**src/sv/rlf_pkg.sv**
```systemverilog
// Shared types, constants and helpers for the linear RGB fader.
`timescale 1ns / 1ps

package rlf_pkg;

  // LED count and field widths.
  localparam int NUM_LEDS = 8;
  localparam int LED_W    = $clog2(NUM_LEDS);
  localparam int NUM_CH   = 3;
  localparam int COL_W    = 8;
  localparam int STEP_W   = 10;
  localparam int CNT_W    = STEP_W + 1;

  // Colors are kept scaled by 100; the scaled range is 0 to 25500.
  localparam int SCALE     = 100;
  localparam int SCALE_MAX = 255 * SCALE;
  localparam int CUR_W     = 15;
  localparam int INC_W     = CUR_W + 1;

  // Division by 100 as multiplication by a reciprocal; exact below 43699.
  localparam int RECIP    = 5243;
  localparam int RECIP_W  = 13;
  localparam int RECIP_SH = 19;

  // Operation codes.
  typedef enum logic [1:0] {
    OP_SET_CUR  = 2'd0,
    OP_SET_DEST = 2'd1,
    OP_TICK     = 2'd2
  } op_t;

  // Color channel select.
  typedef enum logic [1:0] {
    CH_RED   = 2'd0,
    CH_GREEN = 2'd1,
    CH_BLUE  = 2'd2
  } chan_t;

  // Input transaction.
  typedef struct packed {
    logic [1:0]        operation;
    logic              all_leds;
    logic [LED_W-1:0]  led_index;
    logic [COL_W-1:0]  red;
    logic [COL_W-1:0]  green;
    logic [COL_W-1:0]  blue;
    logic [STEP_W-1:0] fade_steps;
  } in_item_t;

  // Result transaction.
  typedef struct packed {
    logic [LED_W-1:0] out_led;
    logic [COL_W-1:0] out_red;
    logic [COL_W-1:0] out_green;
    logic [COL_W-1:0] out_blue;
    logic             last;
  } out_item_t;

  // Commands from the controller to the datapath.
  typedef struct packed {
    logic             load;
    logic             jump;
    logic             div_start;
    logic             div_wr;
    logic             tick;
    logic [LED_W-1:0] led;
    chan_t            ch;
  } dp_cmd_t;

endpackage

```
**src/sv/rlf_div.sv**
```systemverilog
// Iterative restoring divider: signed dividend by unsigned nonzero divisor.
`timescale 1ns / 1ps

module rlf_div (
  input  logic                               clk,
  input  logic                               rst_n,
  input  logic                               start,
  input  logic signed [rlf_pkg::INC_W-1:0]   dividend,
  input  logic        [rlf_pkg::STEP_W-1:0]  divisor,
  output logic                               done,
  output logic signed [rlf_pkg::INC_W-1:0]   quotient
);

  localparam int CW = $clog2(rlf_pkg::CUR_W + 1);

  logic                        busy_r;
  logic                        done_r;
  logic [CW-1:0]               cnt_r;
  logic [rlf_pkg::STEP_W-1:0]  rem_r;
  logic [rlf_pkg::STEP_W-1:0]  dvs_r;
  logic [rlf_pkg::CUR_W-1:0]   quo_r;
  logic                        neg_r;
  logic [rlf_pkg::STEP_W:0]    trial;
  logic                        fits;
  logic [rlf_pkg::INC_W-1:0]   mag;

  // Shift in the next dividend bit and try to subtract the divisor.
  assign trial = {rem_r, quo_r[rlf_pkg::CUR_W-1]};
  assign fits  = (trial >= {1'b0, dvs_r});
  assign mag   = dividend[rlf_pkg::INC_W-1] ? (-dividend) : dividend;

  // Control: one quotient bit per cycle, done pulses after the last bit.
  always_ff @(posedge clk) begin
    if (!rst_n) begin
      busy_r <= 1'b0;
      done_r <= 1'b0;
      cnt_r  <= '0;
    end else begin
      done_r <= !start && busy_r && (cnt_r == '0);
      if (start) begin
        busy_r <= 1'b1;
        cnt_r  <= CW'(rlf_pkg::CUR_W - 1);
      end else if (busy_r) begin
        if (cnt_r == '0) begin
          busy_r <= 1'b0;
        end else begin
          cnt_r <= cnt_r - 1'b1;
        end
      end
    end
  end

  // Operand and partial result registers.
  always_ff @(posedge clk) begin
    if (start) begin
      rem_r <= '0;
      dvs_r <= divisor;
      quo_r <= mag[rlf_pkg::CUR_W-1:0];
      neg_r <= dividend[rlf_pkg::INC_W-1];
    end else if (busy_r) begin
      rem_r <= fits ? rlf_pkg::STEP_W'(trial - {1'b0, dvs_r})
                    : trial[rlf_pkg::STEP_W-1:0];
      quo_r <= {quo_r[rlf_pkg::CUR_W-2:0], fits};
    end
  end

  // Apply the sign: truncation toward zero.
  assign done     = done_r;
  assign quotient = neg_r ? -$signed({1'b0, quo_r}) : $signed({1'b0, quo_r});

endmodule

```
**src/sv/rlf_ctrl.sv**
```systemverilog
// Controller state machine: sequences set, fade setup and tick transactions.
`timescale 1ns / 1ps

module rlf_ctrl (
  input  logic                      clk,
  input  logic                      rst_n,
  input  logic                      start,
  input  logic [1:0]                operation,
  input  logic                      all_leds,
  input  logic [rlf_pkg::LED_W-1:0] led_index,
  input  logic                      div_done,
  output logic                      busy,
  output rlf_pkg::dp_cmd_t          cmd
);

  typedef enum logic [2:0] {
    S_IDLE,
    S_JUMP,
    S_DIV_START,
    S_DIV_WAIT,
    S_TICK
  } state_t;

  localparam logic [rlf_pkg::LED_W-1:0] LAST_LED = rlf_pkg::LED_W'(rlf_pkg::NUM_LEDS - 1);

  state_t                    state_r;
  logic [rlf_pkg::LED_W-1:0] led_r;
  rlf_pkg::chan_t            ch_r;
  logic                      all_r;

  // State, LED counter and channel counter.
  always_ff @(posedge clk) begin
    if (!rst_n) begin
      state_r <= S_IDLE;
      led_r   <= '0;
      ch_r    <= rlf_pkg::CH_RED;
      all_r   <= 1'b0;
    end else begin
      case (state_r)
        S_IDLE: begin
          if (start) begin
            all_r <= all_leds;
            ch_r  <= rlf_pkg::CH_RED;
            case (operation)
              rlf_pkg::OP_SET_CUR: begin
                led_r   <= led_index;
                state_r <= S_JUMP;
              end
              rlf_pkg::OP_SET_DEST: begin
                led_r   <= all_leds ? '0 : led_index;
                state_r <= S_DIV_START;
              end
              rlf_pkg::OP_TICK: begin
                led_r   <= '0;
                state_r <= S_TICK;
              end
              default: begin
                state_r <= S_IDLE;
              end
            endcase
          end
        end
        S_JUMP: begin
          state_r <= S_IDLE;
        end
        S_DIV_START: begin
          state_r <= S_DIV_WAIT;
        end
        S_DIV_WAIT: begin
          if (div_done) begin
            if (ch_r == rlf_pkg::CH_BLUE) begin
              ch_r <= rlf_pkg::CH_RED;
              if (all_r && (led_r != LAST_LED)) begin
                led_r   <= led_r + 1'b1;
                state_r <= S_DIV_START;
              end else begin
                state_r <= S_IDLE;
              end
            end else begin
              ch_r    <= rlf_pkg::chan_t'(ch_r + 2'd1);
              state_r <= S_DIV_START;
            end
          end
        end
        S_TICK: begin
          if (led_r == LAST_LED) begin
            state_r <= S_IDLE;
          end else begin
            led_r <= led_r + 1'b1;
          end
        end
        default: begin
          state_r <= S_IDLE;
        end
      endcase
    end
  end

  // Commands decoded from the state.
  assign busy          = (state_r != S_IDLE);
  assign cmd.load      = start && (state_r == S_IDLE);
  assign cmd.jump      = (state_r == S_JUMP);
  assign cmd.div_start = (state_r == S_DIV_START);
  assign cmd.div_wr    = (state_r == S_DIV_WAIT) && div_done;
  assign cmd.tick      = (state_r == S_TICK);
  assign cmd.led       = led_r;
  assign cmd.ch        = ch_r;

endmodule

```
**src/sv/rlf_dp.sv**
```systemverilog
// Datapath: per-LED fade state, increment divider and result pipeline.
`timescale 1ns / 1ps

module rlf_dp (
  input  logic               clk,
  input  logic               rst_n,
  input  rlf_pkg::in_item_t  in_data,
  input  rlf_pkg::dp_cmd_t   cmd,
  output logic               div_done,
  output logic               out_valid,
  output rlf_pkg::out_item_t out_data
);

  localparam int NL = rlf_pkg::NUM_LEDS;
  localparam int NC = rlf_pkg::NUM_CH;
  localparam int PW = rlf_pkg::CUR_W + rlf_pkg::RECIP_W;

  // Per-LED state.
  logic        [rlf_pkg::CUR_W-1:0] cur_r [NL][NC];
  logic        [rlf_pkg::COL_W-1:0] tgt_r [NL][NC];
  logic signed [rlf_pkg::INC_W-1:0] inc_r [NL][NC];
  logic        [rlf_pkg::CNT_W-1:0] cnt_r [NL];

  // Latched color and step count of the current transaction.
  logic [rlf_pkg::COL_W-1:0]  col_r [NC];
  logic [rlf_pkg::STEP_W-1:0] steps_r;

  // Result pipeline.
  logic                      s1_v_r;
  logic [rlf_pkg::LED_W-1:0] s1_led_r;
  logic [rlf_pkg::CUR_W-1:0] s1_val_r [NC];
  logic                      s1_last_r;
  logic                      out_valid_r;
  rlf_pkg::out_item_t        out_data_r;

  logic [rlf_pkg::CNT_W-1:0]         sel_cnt;
  logic                              tick_act;
  logic [rlf_pkg::CNT_W-1:0]         cnt_nxt;
  logic [rlf_pkg::CUR_W-1:0]         cur_nxt [NC];
  logic                              later_act;
  logic signed [rlf_pkg::INC_W-1:0]  diff;
  logic signed [rlf_pkg::INC_W-1:0]  quotient;
  logic signed [rlf_pkg::INC_W:0]    sum [NC];

  // Scale a color component by 100.
  function automatic logic [rlf_pkg::CUR_W-1:0] scale_up(input logic [rlf_pkg::COL_W-1:0] c);
    return rlf_pkg::CUR_W'(c) * rlf_pkg::CUR_W'(rlf_pkg::SCALE);
  endfunction

  // Divide a scaled value by 100 through the reciprocal.
  function automatic logic [rlf_pkg::COL_W-1:0] scale_down(input logic [rlf_pkg::CUR_W-1:0] v);
    logic [PW-1:0] prod;
    prod = PW'(v) * PW'(rlf_pkg::RECIP);
    return prod[rlf_pkg::RECIP_SH +: rlf_pkg::COL_W];
  endfunction

  // Difference to the target for the channel being set up.
  assign diff = $signed({1'b0, scale_up(col_r[cmd.ch])})
              - $signed({1'b0, cur_r[cmd.led][cmd.ch]});

  rlf_div u_div (
    .clk      (clk),
    .rst_n    (rst_n),
    .start    (cmd.div_start),
    .dividend (diff),
    .divisor  (steps_r),
    .done     (div_done),
    .quotient (quotient)
  );

  // Tick arithmetic for the LED under the walk: step with clamp, or snap.
  assign sel_cnt  = cnt_r[cmd.led];
  assign tick_act = (sel_cnt != '0);
  assign cnt_nxt  = sel_cnt - 1'b1;

  always_comb begin
    for (int c = 0; c < NC; c++) begin
      sum[c] = $signed({2'b00, cur_r[cmd.led][c]})
             + $signed({inc_r[cmd.led][c][rlf_pkg::INC_W-1], inc_r[cmd.led][c]});
      if (cnt_nxt == '0) begin
        cur_nxt[c] = scale_up(tgt_r[cmd.led][c]);
      end else if (sum[c] < 0) begin
        cur_nxt[c] = '0;
      end else if (sum[c] > (rlf_pkg::INC_W+1)'(rlf_pkg::SCALE_MAX)) begin
        cur_nxt[c] = rlf_pkg::CUR_W'(rlf_pkg::SCALE_MAX);
      end else begin
        cur_nxt[c] = sum[c][rlf_pkg::CUR_W-1:0];
      end
    end
  end

  // A result is the last of its tick when no higher LED is still fading.
  always_comb begin
    later_act = 1'b0;
    for (int i = 0; i < NL; i++) begin
      if ((rlf_pkg::LED_W'(i) > cmd.led) && (cnt_r[i] != '0)) begin
        later_act = 1'b1;
      end
    end
  end

  // State updates for set current, fade setup and tick.
  always_ff @(posedge clk) begin
    if (!rst_n) begin
      for (int i = 0; i < NL; i++) begin
        cnt_r[i] <= '0;
        for (int c = 0; c < NC; c++) begin
          cur_r[i][c] <= '0;
          tgt_r[i][c] <= '0;
          inc_r[i][c] <= '0;
        end
      end
    end else begin
      if (cmd.jump) begin
        cnt_r[cmd.led] <= '0;
        for (int c = 0; c < NC; c++) begin
          cur_r[cmd.led][c] <= scale_up(col_r[c]);
          tgt_r[cmd.led][c] <= col_r[c];
        end
      end
      if (cmd.div_wr) begin
        inc_r[cmd.led][cmd.ch] <= quotient;
        tgt_r[cmd.led][cmd.ch] <= col_r[cmd.ch];
        if (cmd.ch == rlf_pkg::CH_BLUE) begin
          cnt_r[cmd.led] <= {1'b0, steps_r} + 1'b1;
        end
      end
      if (cmd.tick && tick_act) begin
        cnt_r[cmd.led] <= cnt_nxt;
        for (int c = 0; c < NC; c++) begin
          cur_r[cmd.led][c] <= cur_nxt[c];
        end
      end
    end
  end

  // Latch the transaction's color and step count; zero steps count as one.
  always_ff @(posedge clk) begin
    if (cmd.load) begin
      col_r[0] <= in_data.red;
      col_r[1] <= in_data.green;
      col_r[2] <= in_data.blue;
      steps_r  <= (in_data.fade_steps == '0) ? rlf_pkg::STEP_W'(1) : in_data.fade_steps;
    end
  end

  // Result valid flags.
  always_ff @(posedge clk) begin
    if (!rst_n) begin
      s1_v_r      <= 1'b0;
      out_valid_r <= 1'b0;
    end else begin
      s1_v_r      <= cmd.tick && tick_act;
      out_valid_r <= s1_v_r;
    end
  end

  // Result payload: new scaled values, then divided by 100.
  always_ff @(posedge clk) begin
    s1_led_r  <= cmd.led;
    s1_last_r <= !later_act;
    for (int c = 0; c < NC; c++) begin
      s1_val_r[c] <= cur_nxt[c];
    end
    out_data_r.out_led   <= s1_led_r;
    out_data_r.out_red   <= scale_down(s1_val_r[0]);
    out_data_r.out_green <= scale_down(s1_val_r[1]);
    out_data_r.out_blue  <= scale_down(s1_val_r[2]);
    out_data_r.last      <= s1_last_r;
  end

  assign out_valid = out_valid_r;
  assign out_data  = out_data_r;

`ifndef SYNTH
  // Every result strobe follows a tick step that found an active LED.
  a_out_from_s1: assert property (@(posedge clk) disable iff (!rst_n)
    out_valid_r |-> $past(s1_v_r))
    else $error("result strobe without a preceding tick step");

  // Scaled colors stay within the clamp range.
  a_val_range: assert property (@(posedge clk) disable iff (!rst_n)
    s1_v_r |-> (s1_val_r[0] <= rlf_pkg::CUR_W'(rlf_pkg::SCALE_MAX))
            && (s1_val_r[1] <= rlf_pkg::CUR_W'(rlf_pkg::SCALE_MAX))
            && (s1_val_r[2] <= rlf_pkg::CUR_W'(rlf_pkg::SCALE_MAX)))
    else $error("scaled color out of range");

  // Increments are written only with a finished quotient.
  a_div_wr: assert property (@(posedge clk) disable iff (!rst_n)
    cmd.div_wr |-> div_done)
    else $error("increment written before division finished");

  // An idle LED produces no result.
  a_idle_led: assert property (@(posedge clk) disable iff (!rst_n)
    (cmd.tick && !tick_act) |=> !s1_v_r)
    else $error("result produced for an idle LED");
`endif

endmodule

```
**src/sv/rgb_led_linear_fader_core.sv**
```systemverilog
// A set current transaction keeps busy high for a single cycle.
// A set destination runs each channel in turn through the shared divider,
// and then each LED in turn when applied to every LED.
// A tick walks one LED per cycle; each result passes through the s1 stage
// and the output register, and results cannot be stalled.
// Reset (synchronous, rst_n low) clears every LED to black and idle.
`timescale 1ns / 1ps

module rgb_led_linear_fader_core (
  input  logic               clk,
  input  logic               rst_n,
  input  logic               start,
  output logic               busy,
  input  rlf_pkg::in_item_t  in_data,
  output logic               out_valid,
  output rlf_pkg::out_item_t out_data
);

  rlf_pkg::dp_cmd_t cmd;
  logic             div_done;

  // Sequencer for the three transaction kinds.
  rlf_ctrl u_ctrl (
    .clk       (clk),
    .rst_n     (rst_n),
    .start     (start),
    .operation (in_data.operation),
    .all_leds  (in_data.all_leds),
    .led_index (in_data.led_index),
    .div_done  (div_done),
    .busy      (busy),
    .cmd       (cmd)
  );

  // LED state, divider and result pipeline.
  rlf_dp u_dp (
    .clk       (clk),
    .rst_n     (rst_n),
    .in_data   (in_data),
    .cmd       (cmd),
    .div_done  (div_done),
    .out_valid (out_valid),
    .out_data  (out_data)
  );

endmodule
```
**config.mk**
```make
export PLATFORM = sky130hd
export DESIGN_NAME = rgb_led_linear_fader_core
export DESIGN_NICKNAME = d
export VERILOG_FILES = /design/src/sv/rlf_pkg.sv /design/src/sv/rlf_div.sv /design/src/sv/rlf_ctrl.sv /design/src/sv/rlf_dp.sv /design/src/sv/rgb_led_linear_fader_core.sv
export SDC_FILE = /design/constraint.sdc
export NUM_CORES = 2
export LEC_CHECK = 0
export ABC_AREA = 1
export BUFFER_PORTS_ARGS = -buffer_cell sky130_fd_sc_hd__buf_2
export CORE_MARGIN = 5
export CORE_UTILIZATION = 45
export DETAILED_ROUTE_END_ITERATION = 8
export RECOVER_POWER = 25
export SYNTH_ARGS = -nofsm -noshare
export SYNTH_HDL_FRONTEND = slang
export SYNTH_SLANG_ARGS = --single-unit
```
**constraint.sdc**
```tcl
create_clock -name clk -period 8.52 [get_ports clk]
set_input_delay 0.852 -clock clk [delete_from_list [all_inputs] [get_ports clk]]
set_output_delay 0.852 -clock clk [all_outputs]
set_load 0.1 [all_outputs]
```
==> impl_metrics.prom <==
# TYPE chip_impl_metric gauge
chip_impl_metric{name="met3RoutedLength",unit="um"} 18760
chip_impl_metric{name="number_of_synthesized_register_bits",unit=""} 1193
chip_impl_metric{name="globalplace.congestion",unit=""} 0.9356
chip_impl_metric{name="syn_to_final_growth",unit="%"} 9.079
chip_impl_metric{name="floorplan.die_area",unit="um2"} 168900
chip_impl_info{name="cts_tree",value="yes"} 1
chip_impl_info{name="failed_checks",value="max-capacitance violations, max-slew violations"} 1
chip_impl_metric{name="cts_hold_buf",unit=""} 0
chip_impl_metric{name="syn_inst",unit=""} 7767
chip_impl_metric{name="layoutNonFillerInstCount",unit=""} 9976
chip_impl_metric{name="die-height",unit="um"} 411.0
chip_impl_info{name="worstSetupEndpointType",value="flip-flop"} 1
chip_impl_metric{name="final_util",unit=""} 0.4927
chip_impl_metric{name="post-place-cells",unit=""} 9726
chip_impl_metric{name="final_nets",unit=""} 8549
chip_impl_metric{name="drt_iter0_markers",unit=""} 6193
chip_impl_metric{name="cp.required",unit="ns"} 8.91
chip_impl_info{name="clockRootBuffer",value="clkbuf_16"} 1
chip_impl_metric{name="syn_area",unit="um2"} 72360
chip_impl_metric{name="grt_max_degree",unit=""} 155
chip_impl_metric{name="synthesis.yosys.warnings",unit=""} 0
chip_impl_metric{name="dr_total_vias",unit=""} 55695
chip_impl_metric{name="detailed_place_hpwl",unit="um"} 151200
chip_impl_metric{name="critical_path_arrival",unit="ns"} 7.80
chip_impl_info{name="setup_repair_after_global_routing_missed_its_margin",value="false"} 1
chip_impl_metric{name="clock_insertion_delay_worst_skew",unit="ns"} 0.81
chip_impl_metric{name="htreeDepth",unit=""} 4
chip_impl_info{name="cp-start-kind",value="primary input"} 1
chip_impl_info{name="yosysMostFrequentCell",value="nor2_1"} 1
chip_impl_metric{name="worstPathMaxFanout",unit=""} 41
chip_impl_info{name="netlist.top_cell.by_area",value="edfxtp_1"} 1
chip_impl_metric{name="cts_repair_resize_count",unit=""} 0
chip_impl_metric{name="final_layout_size_suffix_gt1_frac",unit=""} 0.05950
chip_impl_metric{name="slew_viol_final",unit=""} 146
chip_impl_metric{name="remaining_drc_errors",unit=""} 0
chip_impl_metric{name="place.port_buffers",unit=""} 72
chip_impl_metric{name="grt_pass1_vias",unit=""} 54102
chip_impl_info{name="worst_min_delay_path_startpoint",value="in_data[16]"} 1
chip_impl_info{name="critPathLaunch",value="rst_n"} 1
chip_impl_metric{name="ys_types",unit=""} 63
chip_impl_metric{name="routed_wirelength",unit="um"} 221200
chip_impl_metric{name="post_drt_wl_per_cell",unit="um"} 22.17
chip_impl_metric{name="finClkSkew",unit="ns"} 0.03966
chip_impl_metric{name="num-fill-cells",unit=""} 14924
chip_impl_metric{name="core",unit="um2"} 160200
chip_impl_metric{name="io-pin-count",unit=""} 73
chip_impl_metric{name="mappedNetlistNets",unit=""} 8613
chip_impl_metric{name="setup_viol",unit=""} 0
chip_impl_metric{name="cts-root-to-sink-buffers",unit=""} 3
chip_impl_metric{name="cts.clk_slew.worst_paths",unit="ns"} 0.06
chip_impl_info{name="highest_metal_layer_used_by_the_detailed_router",value="met5"} 1
chip_impl_metric{name="synth_edf_count",unit=""} 1084
chip_impl_metric{name="ys_async_sr_fraction",unit=""} 0
chip_impl_metric{name="final_antenna_net_count",unit=""} 0
chip_impl_info{name="ys_dominant_reg_cell",value="edfxtp_1"} 1
chip_impl_metric{name="finalWorstPathRequiredPeriod",unit="ns"} 7.406
chip_impl_metric{name="maxCapViolCount",unit=""} 4
chip_impl_metric{name="synthesis.area_per_instance",unit="um2"} 9.317
chip_impl_metric{name="synth.top_cell.area_share",unit=""} 0.4498
chip_impl_metric{name="first_pass_grt_wire_length",unit="um"} 331300
chip_impl_metric{name="clock_sinks",unit=""} 1193
chip_impl_metric{name="dieWidth",unit="um"} 411.0
chip_impl_info{name="setup.worst_path.class",value="in -> reg"} 1
chip_impl_metric{name="tightestPinTransition",unit="ns"} 3.260
chip_impl_metric{name="slew_headroom",unit=""} -1.173
chip_impl_metric{name="layout_worst_path_cycle_share",unit=""} 0.8692
chip_impl_metric{name="final-seq-area",unit="um2"} 34740
chip_impl_metric{name="numCtsBuffers",unit=""} 135
chip_impl_info{name="post_synth_main_area_contributors",value="edfxtp_1 45%, nor2_1 10%, ha_1 9.9%"} 1
chip_impl_metric{name="report.final.hold_viol_count",unit=""} 0
chip_impl_metric{name="placement_rows",unit=""} 147
chip_impl_metric{name="achievable-frequency",unit="MHz"} 135.0
chip_impl_metric{name="multi_input_area",unit="um2"} 32850
chip_impl_metric{name="globalRouteTotalUtil",unit=""} 0.2577
chip_impl_metric{name="globalRouteOverflowTotal",unit=""} 0
chip_impl_info{name="outcome",value="complete, but fails checks"} 1
chip_impl_info{name="worstHoldPathType",value="in -> reg"} 1
chip_impl_metric{name="wl_met2",unit="um"} 99550
chip_impl_metric{name="synth_seq_area_share",unit=""} 0.4800
chip_impl_metric{name="post_cts_setup_buffer_count",unit=""} 0
chip_impl_metric{name="drt-met1-wl",unit="um"} 94280
chip_impl_metric{name="antenna_found_initial",unit=""} 4
chip_impl_metric{name="avgViaCountPerCell",unit=""} 5.583
chip_impl_metric{name="drt_pre_antenna_iters",unit=""} 6
chip_impl_metric{name="fin_setup_tns",unit="ns"} 0
chip_impl_info{name="synth.top_cells.by_count",value="1,931 x nor2_1, 1,084 x edfxtp_1, 863 x inv_1"} 1
chip_impl_metric{name="floorplan.initialDensity",unit=""} 0.4517
state kept, by name (all words and copies together) (netlist names), 15 cells and up, named ones only:
signal,count
u_dp.cur_r,360
u_dp.s1_val_r,45
u_dp.cnt_r,88
u_dp.col_r,24
u_dp.u_div.quo_r,15
u_dp.inc_r,384
u_dp.tgt_r,192
u_dp.out_data,28
per-stage QoR:
step                hold WS (ns)  setup slack [ns]  instance area, um2
floorplan                 0.3096             3.072               72360
global placement          0.3133             2.646               74710
detailed placement        0.3153             2.569               74710
CTS                       0.1715             2.492               79030
global route              0.2014             1.047               78930
finish                    0.2194             1.114               78930
routing by layer:
layer  global-route usage  vias up
met3              0.04765      426
met2               0.4074     2233
met5                    0        -
met4              0.09444        2
met1               0.3557    27169
li1                     -    25865
area by class of cell:
class                      count  area share
clock buffer                 179     0.04673
multi-input combinational   5337      0.4161
clock inverter                70    0.007989
tap                         2160     0.03424
timing repair buffer         156     0.01260
sequential                  1193      0.4401
inverter                     880     0.04213
antenna                        1  0.00003170
cells in the final DEF, fill, tap and decap left out, types with 38 or more instances in the layout:
cell type  instances
nor2_1          1928
edfxtp_1        1084
inv_1            861
nand2_1          745
o21ai_0          614
ha_1             574
a21oi_1          235
fa_1             229
nand3_1          194
o22ai_1          144
clkbuf_16        139
dfxtp_1          106
a31oi_1          103
clkbuf_1          91
xor2_1            90
buf_4             72
o21ai_1           59
nand2_2           54
xnor2_1           44
nor3_1            42
nand3_2           38
path summary, 6_finish.rpt:
path / end / slack, ns / depth (start not counted)
worst max-delay path: u_dp.inc_r[2][18] / 1.11 / 10
worst min register to register: u_dp.out_data[26] / 0.33 / 0
worst min-delay path: u_dp.col_r[2][6] / 0.22 / 1
worst max register to register: u_dp.cur_r[4][41] / 2.30 / 21
logic make-up after synthesis:
| logic type | share of synthesized area |
|---|---|
| multiplexers | 0.0002767 |
| buffers and inverters | 0.06766 |
| adder cells (fa/ha/maj) | 0.1626 |
| AND/OR/NAND/NOR | 0.1772 |
| flip-flops | 0.4800 |
| AO/OA/AOI/OAI | 0.09532 |
| XOR/XNOR | 0.01694 |
critical path, cell delays in order:
cell and delay, ns:
clkbuf_1 2.24, inv_1 1.04, nor2_1 0.29, inv_1 0.09, nor2_1 0.80, clkinv_1 0.78
nor2_1 0.32, inv_1 0.06, clkbuf_1 0.40, nand2_1 0.83
Power is left out: the tool's default activity adds up to more than one toggle a clock period on the data nets, which glitch-free logic cannot reach.
